$ cat config.mk
export PLATFORM = sky130hd
export DESIGN_NAME = indexed_list_insert_remove_unit
export DESIGN_NICKNAME = d
export VERILOG_FILES = /design/src/hdl/ilist_pkg.sv /design/src/hdl/ilist_dpath.sv /design/src/hdl/ilist_ctrl.sv /design/src/hdl/indexed_list_insert_remove_unit.sv
export SDC_FILE = /design/constraint.sdc
export NUM_CORES = 2
export LEC_CHECK = 0
export BUFFER_PORTS_ARGS = -buffer_cell sky130_fd_sc_hd__buf_4
export CAP_MARGIN = 25
export CORE_UTILIZATION = 45
export CTS_BUF_LIST = sky130_fd_sc_hd__clkbuf_4 sky130_fd_sc_hd__clkbuf_8
export DETAILED_ROUTE_END_ITERATION = 6
export PLACE_DENSITY = 0.59
export SETUP_SLACK_MARGIN = 0.15
export SKIP_CTS_REPAIR_TIMING = 1
export SYNTH_ARGS = -nofsm -noshare
export SYNTH_HDL_FRONTEND = slang
export SYNTH_SLANG_ARGS = --single-unit
$ cat constraint.sdc
create_clock -name clk -period 5.4 [get_ports clk]
set_input_delay 0.27 -clock clk [delete_from_list [all_inputs] [get_ports clk]]
set_output_delay 0.27 -clock clk [all_outputs]
set_load 0.005 [all_outputs]
$ cat src/hdl/ilist_pkg.sv
// ----------------------------------------------------------------------------
// ilist_pkg: shared types and constants for the indexed list unit
// Holds the list geometry, opcodes, status codes, address select codes and
// the command and status bundles between the controller and the datapath.
// ----------------------------------------------------------------------------
`default_nettype none

package ilist_pkg;

  // list geometry
  localparam int LIST_DEPTH = 64;
  localparam int AW = (LIST_DEPTH > 1) ? $clog2(LIST_DEPTH) : 1;  // entry index
  localparam int CW = $clog2(LIST_DEPTH + 1);                     // entry count
  localparam int PW = ((CW > 7) ? CW : 7) + 1;                    // signed position math
  localparam int VW = 32;

  // opcodes
  localparam logic [1:0] OP_APPEND = 2'd0;
  localparam logic [1:0] OP_INSERT = 2'd1;
  localparam logic [1:0] OP_REMOVE = 2'd2;
  localparam logic [1:0] OP_READ   = 2'd3;

  // status codes
  localparam logic [1:0] ST_OK    = 2'd0;
  localparam logic [1:0] ST_FULL  = 2'd1;
  localparam logic [1:0] ST_EMPTY = 2'd2;
  localparam logic [1:0] ST_RANGE = 2'd3;

  // memory address selects
  localparam logic [1:0] ASEL_IDX    = 2'd0;
  localparam logic [1:0] ASEL_PTR    = 2'd1;
  localparam logic [1:0] ASEL_PTR_UP = 2'd2;
  localparam logic [1:0] ASEL_COUNT  = 2'd3;

  // controller -> datapath
  typedef struct packed {
    logic       accept;    // latch request and check it
    logic       rd_en;     // memory read
    logic [1:0] rd_sel;
    logic       wr_en;     // memory write
    logic [1:0] wr_sel;
    logic       wr_rdata;  // write read data instead of request value
    logic       ptr_top;   // ptr = count - 1
    logic       ptr_idx;   // ptr = resolved index
    logic       ptr_dec;
    logic       ptr_inc;
    logic       cnt_inc;
    logic       cnt_dec;
    logic       cap_res;   // capture read data as result value
    logic       out_load;  // load output register
  } dp_cmd_t;

  // datapath -> controller
  typedef struct packed {
    logic [1:0] op;
    logic       ok;          // request passed its checks
    logic       ptr_at_idx;  // ptr == resolved index
    logic       ptr_last1;   // ptr + 1 == count
    logic       ptr_last2;   // ptr + 2 == count
    logic       out_free;    // output register can take a result
  } dp_stat_t;

endpackage

`default_nettype wire

$ cat src/hdl/ilist_dpath.sv
// ----------------------------------------------------------------------------
// ilist_dpath: datapath of the indexed list unit
// Entry memory, count, shift pointer, request checks and output register.
// ----------------------------------------------------------------------------
`default_nettype none

module ilist_dpath (
  input  wire logic                     clk,
  input  wire logic                     rst,
  input  wire ilist_pkg::dp_cmd_t       cmd,
  output      ilist_pkg::dp_stat_t      stat,
  input  wire logic [1:0]               opcode,
  input  wire logic signed [6:0]        position,
  input  wire logic [ilist_pkg::VW-1:0] entry_value,
  output      logic                     out_valid,
  input  wire logic                     out_ready,
  output      logic [ilist_pkg::VW-1:0] read_value,
  output      logic [1:0]               status,
  output      logic [6:0]               entry_count
);

  localparam int AW  = ilist_pkg::AW;
  localparam int CW  = ilist_pkg::CW;
  localparam int CW1 = ilist_pkg::CW + 1;
  localparam int PW  = ilist_pkg::PW;
  localparam int VW  = ilist_pkg::VW;

  logic [VW-1:0] mem [ilist_pkg::LIST_DEPTH];
  logic [VW-1:0] rdata;
  logic [CW-1:0] count;
  logic [AW-1:0] ptr;
  logic [AW-1:0] idx;
  logic [1:0]    op;
  logic [1:0]    st;
  logic [VW-1:0] val;
  logic [VW-1:0] res;

  logic signed [PW-1:0] pos_s, cnt_s, res_p;
  logic                 in_rng, is_full, is_empty;
  logic [1:0]           st_next;
  logic [AW-1:0]        rd_addr, wr_addr;
  logic [CW1-1:0]       ptr_w, cnt_w;

  // resolve position against the current count
  always_comb begin
    pos_s    = PW'(position);
    cnt_s    = signed'(PW'(count));
    res_p    = pos_s[PW-1] ? (pos_s + cnt_s) : pos_s;
    in_rng   = !res_p[PW-1] && (res_p < cnt_s);
    is_full  = (count == CW'(ilist_pkg::LIST_DEPTH));
    is_empty = (count == '0);
    st_next  = ilist_pkg::ST_OK;
    case (opcode)
      ilist_pkg::OP_APPEND: begin
        if (is_full) st_next = ilist_pkg::ST_FULL;
      end
      ilist_pkg::OP_INSERT: begin
        if (!in_rng)      st_next = ilist_pkg::ST_RANGE;
        else if (is_full) st_next = ilist_pkg::ST_FULL;
      end
      default: begin
        if (is_empty)     st_next = ilist_pkg::ST_EMPTY;
        else if (!in_rng) st_next = ilist_pkg::ST_RANGE;
      end
    endcase
  end

  // request registers
  always_ff @(posedge clk) begin
    if (cmd.accept) begin
      op  <= opcode;
      idx <= res_p[AW-1:0];
      val <= entry_value;
      st  <= st_next;
    end
  end

  // address selection
  always_comb begin
    unique case (cmd.rd_sel)
      ilist_pkg::ASEL_IDX:    rd_addr = idx;
      ilist_pkg::ASEL_PTR:    rd_addr = ptr;
      ilist_pkg::ASEL_PTR_UP: rd_addr = ptr + AW'(1);
      ilist_pkg::ASEL_COUNT:  rd_addr = count[AW-1:0];
      default:                rd_addr = idx;
    endcase
    unique case (cmd.wr_sel)
      ilist_pkg::ASEL_IDX:    wr_addr = idx;
      ilist_pkg::ASEL_PTR:    wr_addr = ptr;
      ilist_pkg::ASEL_PTR_UP: wr_addr = ptr + AW'(1);
      ilist_pkg::ASEL_COUNT:  wr_addr = count[AW-1:0];
      default:                wr_addr = idx;
    endcase
  end

  // entry memory: one write, one registered read
  always_ff @(posedge clk) begin
    if (cmd.wr_en) mem[wr_addr] <= cmd.wr_rdata ? rdata : val;
    if (cmd.rd_en) rdata <= mem[rd_addr];
  end

  // count and shift pointer
  always_ff @(posedge clk) begin
    if (rst) begin
      count <= '0;
    end else if (cmd.cnt_inc) begin
      count <= count + CW'(1);
    end else if (cmd.cnt_dec) begin
      count <= count - CW'(1);
    end
  end

  always_ff @(posedge clk) begin
    if (cmd.ptr_top)      ptr <= AW'(count - CW'(1));
    else if (cmd.ptr_idx) ptr <= idx;
    else if (cmd.ptr_dec) ptr <= ptr - AW'(1);
    else if (cmd.ptr_inc) ptr <= ptr + AW'(1);
  end

  // result value: zero unless a read or remove succeeds
  always_ff @(posedge clk) begin
    if (cmd.accept)       res <= '0;
    else if (cmd.cap_res) res <= rdata;
  end

  // output register
  always_ff @(posedge clk) begin
    if (rst) begin
      out_valid <= 1'b0;
    end else if (cmd.out_load) begin
      out_valid <= 1'b1;
    end else if (out_ready) begin
      out_valid <= 1'b0;
    end
  end

  always_ff @(posedge clk) begin
    if (cmd.out_load) begin
      read_value  <= res;
      status      <= st;
      entry_count <= 7'(count);
    end
  end

  // status back to the controller
  assign ptr_w = CW1'(ptr);
  assign cnt_w = CW1'(count);
  always_comb begin
    stat.op         = op;
    stat.ok         = (st == ilist_pkg::ST_OK);
    stat.ptr_at_idx = (ptr == idx);
    stat.ptr_last1  = ((ptr_w + CW1'(1)) == cnt_w);
    stat.ptr_last2  = ((ptr_w + CW1'(2)) == cnt_w);
    stat.out_free   = !out_valid || out_ready;
  end

`ifndef SYNTH
  // count stays within the list depth
  a_count_range: assert property (@(posedge clk) disable iff (rst)
    count <= CW'(ilist_pkg::LIST_DEPTH))
    else $error("entry count above list depth");

  // count never moves both ways at once
  a_count_dir: assert property (@(posedge clk) disable iff (rst)
    !(cmd.cnt_inc && cmd.cnt_dec))
    else $error("count increment and decrement together");

  // growing the list only happens below full
  a_grow_room: assert property (@(posedge clk) disable iff (rst)
    cmd.cnt_inc |-> !is_full)
    else $error("count increment on a full list");

  // a pending result is never overwritten
  a_out_hold: assert property (@(posedge clk) disable iff (rst)
    cmd.out_load |-> (!out_valid || out_ready))
    else $error("result loaded over a pending result");
`endif

endmodule

`default_nettype wire

$ cat src/hdl/ilist_ctrl.sv
// ----------------------------------------------------------------------------
// ilist_ctrl: controller of the indexed list unit
// Sequences each request: check, memory shift loop, result hand-off.
// ----------------------------------------------------------------------------
`default_nettype none

module ilist_ctrl (
  input  wire logic                clk,
  input  wire logic                rst,
  input  wire logic                in_valid,
  output      logic                in_ready,
  input  wire ilist_pkg::dp_stat_t stat,
  output      ilist_pkg::dp_cmd_t  cmd
);

  localparam logic [3:0] S_IDLE    = 4'd0;
  localparam logic [3:0] S_DECIDE  = 4'd1;
  localparam logic [3:0] S_INS_RD  = 4'd2;
  localparam logic [3:0] S_INS_WR  = 4'd3;
  localparam logic [3:0] S_INS_PUT = 4'd4;
  localparam logic [3:0] S_RD_WAIT = 4'd5;
  localparam logic [3:0] S_REM_RD  = 4'd6;
  localparam logic [3:0] S_REM_WR  = 4'd7;
  localparam logic [3:0] S_REM_END = 4'd8;
  localparam logic [3:0] S_FINISH  = 4'd9;

  logic [3:0] state, state_next;

  always_ff @(posedge clk) begin
    if (rst) state <= S_IDLE;
    else     state <= state_next;
  end

  assign in_ready = (state == S_IDLE);

  // next state and datapath commands
  always_comb begin
    state_next = state;
    cmd        = '0;
    unique case (state)
      S_IDLE: begin
        if (in_valid) begin
          cmd.accept = 1'b1;
          state_next = S_DECIDE;
        end
      end
      S_DECIDE: begin
        if (!stat.ok) begin
          state_next = S_FINISH;
        end else begin
          unique case (stat.op) inside
            ilist_pkg::OP_APPEND: begin
              cmd.wr_en   = 1'b1;
              cmd.wr_sel  = ilist_pkg::ASEL_COUNT;
              cmd.cnt_inc = 1'b1;
              state_next  = S_FINISH;
            end
            ilist_pkg::OP_INSERT: begin
              cmd.ptr_top = 1'b1;
              state_next  = S_INS_RD;
            end
            ilist_pkg::OP_REMOVE, ilist_pkg::OP_READ: begin
              cmd.rd_en   = 1'b1;
              cmd.rd_sel  = ilist_pkg::ASEL_IDX;
              cmd.ptr_idx = 1'b1;
              state_next  = S_RD_WAIT;
            end
            default: state_next = S_FINISH;
          endcase
        end
      end
      // insert: move entries up from the top down to the index
      S_INS_RD: begin
        cmd.rd_en  = 1'b1;
        cmd.rd_sel = ilist_pkg::ASEL_PTR;
        state_next = S_INS_WR;
      end
      S_INS_WR: begin
        cmd.wr_en    = 1'b1;
        cmd.wr_sel   = ilist_pkg::ASEL_PTR_UP;
        cmd.wr_rdata = 1'b1;
        if (stat.ptr_at_idx) begin
          state_next = S_INS_PUT;
        end else begin
          cmd.ptr_dec = 1'b1;
          state_next  = S_INS_RD;
        end
      end
      S_INS_PUT: begin
        cmd.wr_en   = 1'b1;
        cmd.wr_sel  = ilist_pkg::ASEL_IDX;
        cmd.cnt_inc = 1'b1;
        state_next  = S_FINISH;
      end
      // read or remove: take the entry, then close the gap for remove
      S_RD_WAIT: begin
        cmd.cap_res = 1'b1;
        if (stat.op != ilist_pkg::OP_REMOVE) state_next = S_FINISH;
        else if (stat.ptr_last1)             state_next = S_REM_END;
        else                                 state_next = S_REM_RD;
      end
      S_REM_RD: begin
        cmd.rd_en  = 1'b1;
        cmd.rd_sel = ilist_pkg::ASEL_PTR_UP;
        state_next = S_REM_WR;
      end
      S_REM_WR: begin
        cmd.wr_en    = 1'b1;
        cmd.wr_sel   = ilist_pkg::ASEL_PTR;
        cmd.wr_rdata = 1'b1;
        if (stat.ptr_last2) begin
          state_next = S_REM_END;
        end else begin
          cmd.ptr_inc = 1'b1;
          state_next  = S_REM_RD;
        end
      end
      S_REM_END: begin
        cmd.cnt_dec = 1'b1;
        state_next  = S_FINISH;
      end
      // hand the result to the output register
      S_FINISH: begin
        if (stat.out_free) begin
          cmd.out_load = 1'b1;
          state_next   = S_IDLE;
        end
      end
      default: state_next = S_IDLE;
    endcase
  end

endmodule

`default_nettype wire

$ cat src/hdl/indexed_list_insert_remove_unit.sv
// Append and failed requests pass from the check straight to the hand-off; read adds a memory read.
// Insert and remove also move every entry that lies between the index and the top of the list.
// One request at a time; the next can be taken in the cycle the previous result appears.
// Moving entries (a registered read, then a write, per entry) sets the insert/remove time.
// A result not yet taken by the receiver holds the unit in its hand-off state.
// Reset clears the entry count and the output valid; memory contents stay undefined.
// ----------------------------------------------------------------------------
// indexed_list_insert_remove_unit: ordered list store of fixed depth
// Append, insert before, remove at and read a position, with status and count.
// ----------------------------------------------------------------------------
`default_nettype none

module indexed_list_insert_remove_unit (
  input  wire logic                     clk,
  input  wire logic                     rst,
  input  wire logic                     in_valid,
  output      logic                     in_ready,
  input  wire logic [1:0]               opcode,
  input  wire logic signed [6:0]        position,
  input  wire logic [ilist_pkg::VW-1:0] entry_value,
  output      logic                     out_valid,
  input  wire logic                     out_ready,
  output      logic [ilist_pkg::VW-1:0] read_value,
  output      logic [1:0]               status,
  output      logic [6:0]               entry_count
);

  ilist_pkg::dp_cmd_t  cmd;
  ilist_pkg::dp_stat_t stat;

  ilist_ctrl u_ctrl (
    .clk      (clk),
    .rst      (rst),
    .in_valid (in_valid),
    .in_ready (in_ready),
    .stat     (stat),
    .cmd      (cmd)
  );

  ilist_dpath u_dpath (
    .clk         (clk),
    .rst         (rst),
    .cmd         (cmd),
    .stat        (stat),
    .opcode      (opcode),
    .position    (position),
    .entry_value (entry_value),
    .out_valid   (out_valid),
    .out_ready   (out_ready),
    .read_value  (read_value),
    .status      (status),
    .entry_count (entry_count)
  );

endmodule

`default_nettype wire

Yosys cells after proc, flatten, opt, wreduce, memory -nomap -nowiden
Memories as Yosys holds them, arrays and structs flattened. A register that Yosys moved wholly into a read port is not among the register bits.
Cells that the tools add are included.
{"block": "op_classes", "eq_ne": 26, "n_addsub": 7, "magnitude_cmp": 1, "n_reduce_logical": 18, "mux": 51}
{"op": "6-bit case mux with 4 select lines", "count": 2}
{"op": "4-bit case mux with 9 select lines", "count": 1}
{"op": "32-bit 2-to-1 mux", "count": 1}
{"op": "6-bit 2-to-1 mux", "count": 5}
{"op": "4-bit 2-to-1 mux", "count": 6}
{"op": "1-bit 2-to-1 mux", "count": 20}
{"op": "4-bit by 3-bit equality test with 1-bit output (second input constant)", "count": 4}
{"op": "8-bit by 7-bit equality test with 1-bit output", "count": 2}
{"op": "7-bit 2-to-1 mux", "count": 2}
{"op": "2-bit equality test (second input constant)", "count": 6}
{"op": "3-bit case mux with 4 select lines", "count": 1}
{"op": "2-bit zero test", "count": 5}
{"op": "2-bit 2-to-1 mux", "count": 5}
{"op": "3-bit 2-to-1 mux", "count": 3}
{"op": "3-bit case mux with 3 select lines", "count": 1}
{"op": "7-bit by 8-bit adder with 8-bit output", "count": 1}
{"op": "2-bit by 1-bit equality test with 1-bit output (second input constant)", "count": 4}
{"op": "4-bit by 2-bit equality test with 1-bit output (second input constant)", "count": 2}
{"op": "4-bit equality test (second input constant)", "count": 2}
{"op": "8-bit < comparator", "count": 1}
{"op": "8-bit 2-to-1 mux", "count": 1}
{"op": "4-bit case mux with 2 select lines", "count": 1}
{"op": "6-bit by 1-bit adder with 7-bit output (second input constant)", "count": 1}
{"op": "6-bit by 2-bit adder with 7-bit output (second input constant)", "count": 1}
{"op": "19 further kinds", "count": 25}
{"block": "word_totals", "input_bits": 45, "ff_bits": 133, "ram_bits": 2048, "elab_cells": 116, "out_inout_bits": 43, "memories": 1}
{"memory": "u_dpath.mem", "depth": 64, "width": 32, "rd": 1, "rd_ports_with_merged_regs": 1, "write_ports": 1, "line": "ilist_dpath.sv:28", "rtl": "logic [VW-1:0] mem [ilist_pkg::LIST_DEPTH];"}

Depth between registers and ports, before layout
{"block": "logic_depth", "ltp_word": 8, "mapped_depth": 16, "ltp_nobuf": 13}

By module
A second synthesis with hierarchy kept.
{"block": "unflattened", "hier_cells": 5395, "hier_area_um2": 90224.0}
{"mod": "ilist_dpath", "area_each_um2": 89732.3, "cells_each": 5324, "seq_area_each_um2": 65933.2, "n_inst": 1}
{"mod": "ilist_ctrl", "area_each_um2": 491.7, "cells_each": 71, "seq_area_each_um2": 80.1, "n_inst": 1}

Least setup slack after synthesis
OpenSTA, ideal clock, no wires.
{"block": "synth_timing", "kind": "reg-to-reg", "from": "reg u_ctrl.state[0]", "to": "mem u_dpath.mem[11][0], enable pin", "n_path_buf": 2, "setup_slack_ns": 1.527, "t_arrival_ns": 3.452, "stages_incl_launch_ff": 10, "setup_time_ns": 0.421, "required_ns": 4.979, "period_less_slack_ns": 3.873, "path_cell_list": "dfxtp_1 > buf_2 > nor4b_1 > and2_1 > clkbuf_1 > nor2_1 > o22a_1 > a21oi_1 > nand2_1 > nor2_1"}
{"block": "synth_via", "elab_chain_cells": 4, "word_cells_on_any_way": 12, "classes_between": "eq/ne (7); mux (4); reduce/logical (1)"}
{"item": "from (decl)", "line": "ilist_ctrl.sv:27", "rtl": "logic [3:0] state, state_next;"}
{"item": "from (signal assigned)", "line": "ilist_ctrl.sv:31", "rtl": "else state <= state_next;"}
{"item": "4-bit by 3-bit equality test with 1-bit output (tied with other cells)", "line": "ilist_ctrl.sv:40", "rtl": "unique case (state)"}
{"item": "3-bit case mux with 4 select lines *", "line": "ilist_ctrl.sv:40"}
{"item": "2-bit equality test (tied with other cells)", "line": "ilist_dpath.sv:87", "rtl": "unique case (cmd.wr_sel)"}
{"item": "6-bit case mux with 4 select lines or 1-bit 2-to-1 mux (tied branches)", "line": "ilist_dpath.sv:87, ilist_dpath.sv:98"}
{"item": "to (decl)", "line": "ilist_dpath.sv:28"}
Mark *: on every way between the ends. The rest lies on a longest branch, timed or not.

Final worst setup path
{"block": "layout_timing", "from": "reg u_dpath.ptr[2]", "to": "reg u_dpath.rdata[14] (read register of u_dpath.mem) (data pin)"}
{"block": "layout_via", "elab_chain_cells": 2}
{"item": "from (decl)", "line": "ilist_dpath.sv:31", "rtl": "logic [AW-1:0] ptr;"}
{"item": "from (signal assigned)", "line": "ilist_dpath.sv:114", "rtl": "if (cmd.ptr_top) ptr <= AW'(count - CW'(1));"}
{"item": "from (signal assigned)", "line": "ilist_dpath.sv:115", "rtl": "else if (cmd.ptr_idx) ptr <= idx;"}
{"item": "from (signal assigned)", "line": "ilist_dpath.sv:116", "rtl": "else if (cmd.ptr_dec) ptr <= ptr - AW'(1);"}
{"item": "6-bit by 1-bit adder with 6-bit output", "line": "ilist_dpath.sv:83", "rtl": "ilist_pkg::ASEL_PTR_UP: rd_addr = ptr + AW'(1);"}
{"item": "6-bit case mux with 4 select lines *", "line": "ilist_dpath.sv:80", "rtl": "unique case (cmd.rd_sel)"}
{"item": "to (decl)", "line": "ilist_dpath.sv:29", "rtl": "logic [VW-1:0] rdata;"}
Marked as above.
A chain may end at the register's enable or synchronous reset.

==> impl_metrics.env <==
export IMPL_status="complete, no violations"
export IMPL_nets=6373
export IMPL_viasPerCell=5.820
export IMPL_dp_hpwl_mm=157.9
export IMPL_drc=0
export IMPL_grt_pass1_wl_mm=375.6
export IMPL_synth_most_common_cell="edfxtp_1"
export IMPL_skew_ps=110.7
export IMPL_synthArstFlopShare_pct=0
export IMPL_fillers=16150
export IMPL_synthSimpleGateAreaFrac_pct=10.01
export IMPL_gp_congestion=0.9389
export IMPL_path_clk_slew_ps=70
export IMPL_vias=53620
export IMPL_hp_class="primary input to register"
export IMPL_ant_nets=0
export IMPL_cts_htree_levels=5
export IMPL_initial_core_util_pct=45.40
export IMPL_synth_seq_cells=2213
export IMPL_synth_compound_area_share_pct=3.857
export IMPL_whs_ps=33.87
export IMPL_power_density_mw_per_mm2=445.0
export IMPL_dieHeight_um=445.8
export IMPL_cap_violations=0
export IMPL_endpoint_kind="register"
export IMPL_crit_cells=9
export IMPL_yosys_warnings=0
export IMPL_clock_latency_ps=1100
export IMPL_p_leak_nw=35.15
export IMPL_fin_crit_ps=5021
export IMPL_dieArea_mm2=0.1987
export IMPL_netlist_cell_type_count=90
export IMPL_port_buffers=87
export IMPL_synth_edf_count=2169
export IMPL_routedWlPerCell_um=28.94
export IMPL_setup_tns_ps=0
export IMPL_crit_fanout=82
export IMPL_wl_met2_mm=119.5
export IMPL_num_rows=162
export IMPL_cts_sinks=2213
export IMPL_path_buf_inv=1
export IMPL_clockBufferDepth=4
export IMPL_track_usage_pct=26.40
export IMPL_crit_arrival_ps=5980
export IMPL_cp_top_family="multiplexers"
export IMPL_finalSetupViolCount=0
export IMPL_slew_headroom_pct=8.705
export IMPL_synthAdderAreaFrac_pct=0.3191
export IMPL_startpoint_type="register"
export IMPL_min_path_cells=3
export IMPL_synth_seq_area_share_pct=74.49
export IMPL_wl_met3_mm=27.22
export IMPL_met1_length_mm=110.0
export IMPL_syn_cell_area_mm2=0.08862
export IMPL_synth_xor_area_share_pct=0.4038
export IMPL_core_mm2=0.1952
export IMPL_dpl_worst_slack_ps=520.5
export IMPL_path_cells="ha_1 > nand3_1 > xnor2_1 > mux2_8 > buf_12 > mux2i_1 > o22ai_1 > a211oi_1 > and4_1"
export IMPL_netlist_top_cells_area="edfxtp_1 (73%), mux2i_1 (7.8%), nand2_1 (4.5%), nand3_1 (2.7%), nand4_1 (1.1%)"
export IMPL_grt_pass1_vias=51090
export IMPL_muxShareOfSynthArea_pct=8.823
export IMPL_drtIter0Drc=7120
export IMPL_synth_area_leader_cell="edfxtp_1"
export IMPL_drive_above_1_share_pct=16.07
export IMPL_layout_area_overhead_vs_synth_pct=14.42
export IMPL_worstSetupPathType="register to register"
export IMPL_grt_overflow_total=0
export IMPL_combinationalPowerShare_pct=23.6
export IMPL_slowest_stage="mux2_8"
export IMPL_post_route_period_util_pct=92.99
export IMPL_p_sw_share_pct=31.93
export IMPL_switching_power_mw=14.41
export IMPL_synth_top_area_share_pct=73.49
export IMPL_cp_slowest_stage_delay_ps=860
export IMPL_highest_layer="met5"
export IMPL_root_buffer="clkbuf_8"
export IMPL_r2r_cells=9
export IMPL_worstPathRequired_ps=6350
export IMPL_cts_buffers=378
export IMPL_seq_power_share_pct=44.5
export IMPL_drt_pre_antenna_iters=6
export IMPL_antenna_found_initial=31
export IMPL_fmax_mhz=199.2
export IMPL_postSynthAreaPerCell_um2=15.03
export IMPL_peakVddDrop_mv=0.2747
export IMPL_timing_final_ws_setup_ps=378.7
export IMPL_p_int_mw=30.72
export IMPL_synthTopCellsByCount="edfxtp_1 (2169), nand2_1 (1051), mux2i_1 (692), nand3_1 (484), clkbuf_1 (179)"
export IMPL_dieWidth_um=445.8
export IMPL_grt_setup_unrepaired="no"
export IMPL_ios=88
export IMPL_syn_nets=5963
export IMPL_grt_start_max_net_pins=155
export IMPL_totalWireLength_mm=266.7
export IMPL_tightestPinTransition_ps=1369
export IMPL_finalMaxSlewViolations=0
export IMPL_hold_viol=0
export IMPL_cts_tree="yes"
export IMPL_p_total_mw=45.12
export IMPL_netlist_instances=5896
export IMPL_ys_flop_type="edfxtp_1"
export IMPL_synth_top_family_by_area="simple AND/OR/NAND/NOR gates"
export IMPL_power_frac_clock_pct=31.9
[final timing paths]
kind,start,endpoint,slack (ps)
worst min register to register,u_dpath.res[15],u_dpath.read_value[15],410
worst max-delay path,u_dpath.ptr[2],u_dpath.rdata[14],380
worst max register to register,u_dpath.ptr[2],u_dpath.rdata[14],380
worst min-delay path,rst,u_ctrl.state[2],30
[worst register-to-register path, stage by stage (launching register included)]
cell and delay (ps):
edfxtp_1 630, ha_1 520, nand3_1 160, xnor2_1 580
mux2_8 870, buf_12 450, mux2i_1 490, o22ai_1 170
a211oi_1 740, and4_1 310
[power groups by stage]
stage	clock, mW	combinational [mW]	sequential (mW)
final	14.4	10.7	20.1
after global routing	15.3	11.2	20.1
after CTS	14.6	10.5	20.1
after global placement	0	10.4	20.4
after floorplan	0	6.24	20.2
after detailed placement	0	10.4	20.4
[routing by layer]
metal | vias to the layer above | global-route usage (%)
li1 | 23390 | -
met1 | 27140 | 37.23
met2 | 2659 | 39.42
met3 | 421 | 6.616
met4 | 16 | 9.949
met5 | - | 0
[layout make-up]
class                      count  area (um^2)  share of cell area, %
sequential                  2213        66010                  65.10
multi-input combinational   3292        21360                  21.07
clock buffer                 527         6409                  6.320
timing repair buffer         400         3593                  3.544
tap                         2624         3283                  3.238
clock inverter               114        605.6                 0.5972
inverter                      21        78.83                0.07774
antenna                       23        57.56                0.05676
[per-stage QoR]
step                instances  instance area (um^2)  utilization, %
finish                   9214                101400           51.95
global placement         8462                 93390           47.85
floorplan                5896                 88620               -
global route             9199                101400           51.93
detailed placement       8464                 93430           47.87
CTS                      9105                100400           51.46
[state kept, by name, summed over array words and instances (netlist names), 6 cells and up]
name / flops
u_dpath.res: 32
u_dpath.mem: 2048
u_dpath.entry_count: 7
u_dpath.count: 7
u_dpath.val: 32
u_dpath.rdata: 32
u_dpath.read_value: 32
u_dpath.ptr: 6
u_dpath.idx: 6
[cell usage in the layout, fill, tap and decap left out, types with 35 or more instances in the layout]
master         netlist  routed
mux2_2              68      65
a31oi_1             36      36
a22oi_1             89      89
clkinv_1             0      81
and4_1              35      35
dfxtp_1             44      44
clkbuf_8             0     392
o21ai_0             49      49
a21oi_1            121     121
dlygate4sd3_1        0      83
clkbuf_4             0     135
nor2_1             111      44
nand2_1           1051    1051
edfxtp_1          2169    2169
nor2_4               1      66
nand4_1            154     154
nand3_1            484     484
o22ai_1             64      64
buf_4               47     287
mux2i_1            692     691
[cell families (layout without fill, tap and decap cells)]
group	count (synthesis)	in the layout
adder cells (fa/ha/maj)	22	22
XOR/XNOR	40	40
multiplexers	771	771
buffers and inverters	391	1062
AO/OA/AOI/OAI	506	506
AND/OR/NAND/NOR	1953	1953
other	0	23
flip-flops	2213	2213
No activity file was read; power rests on OpenSTA's default activity.
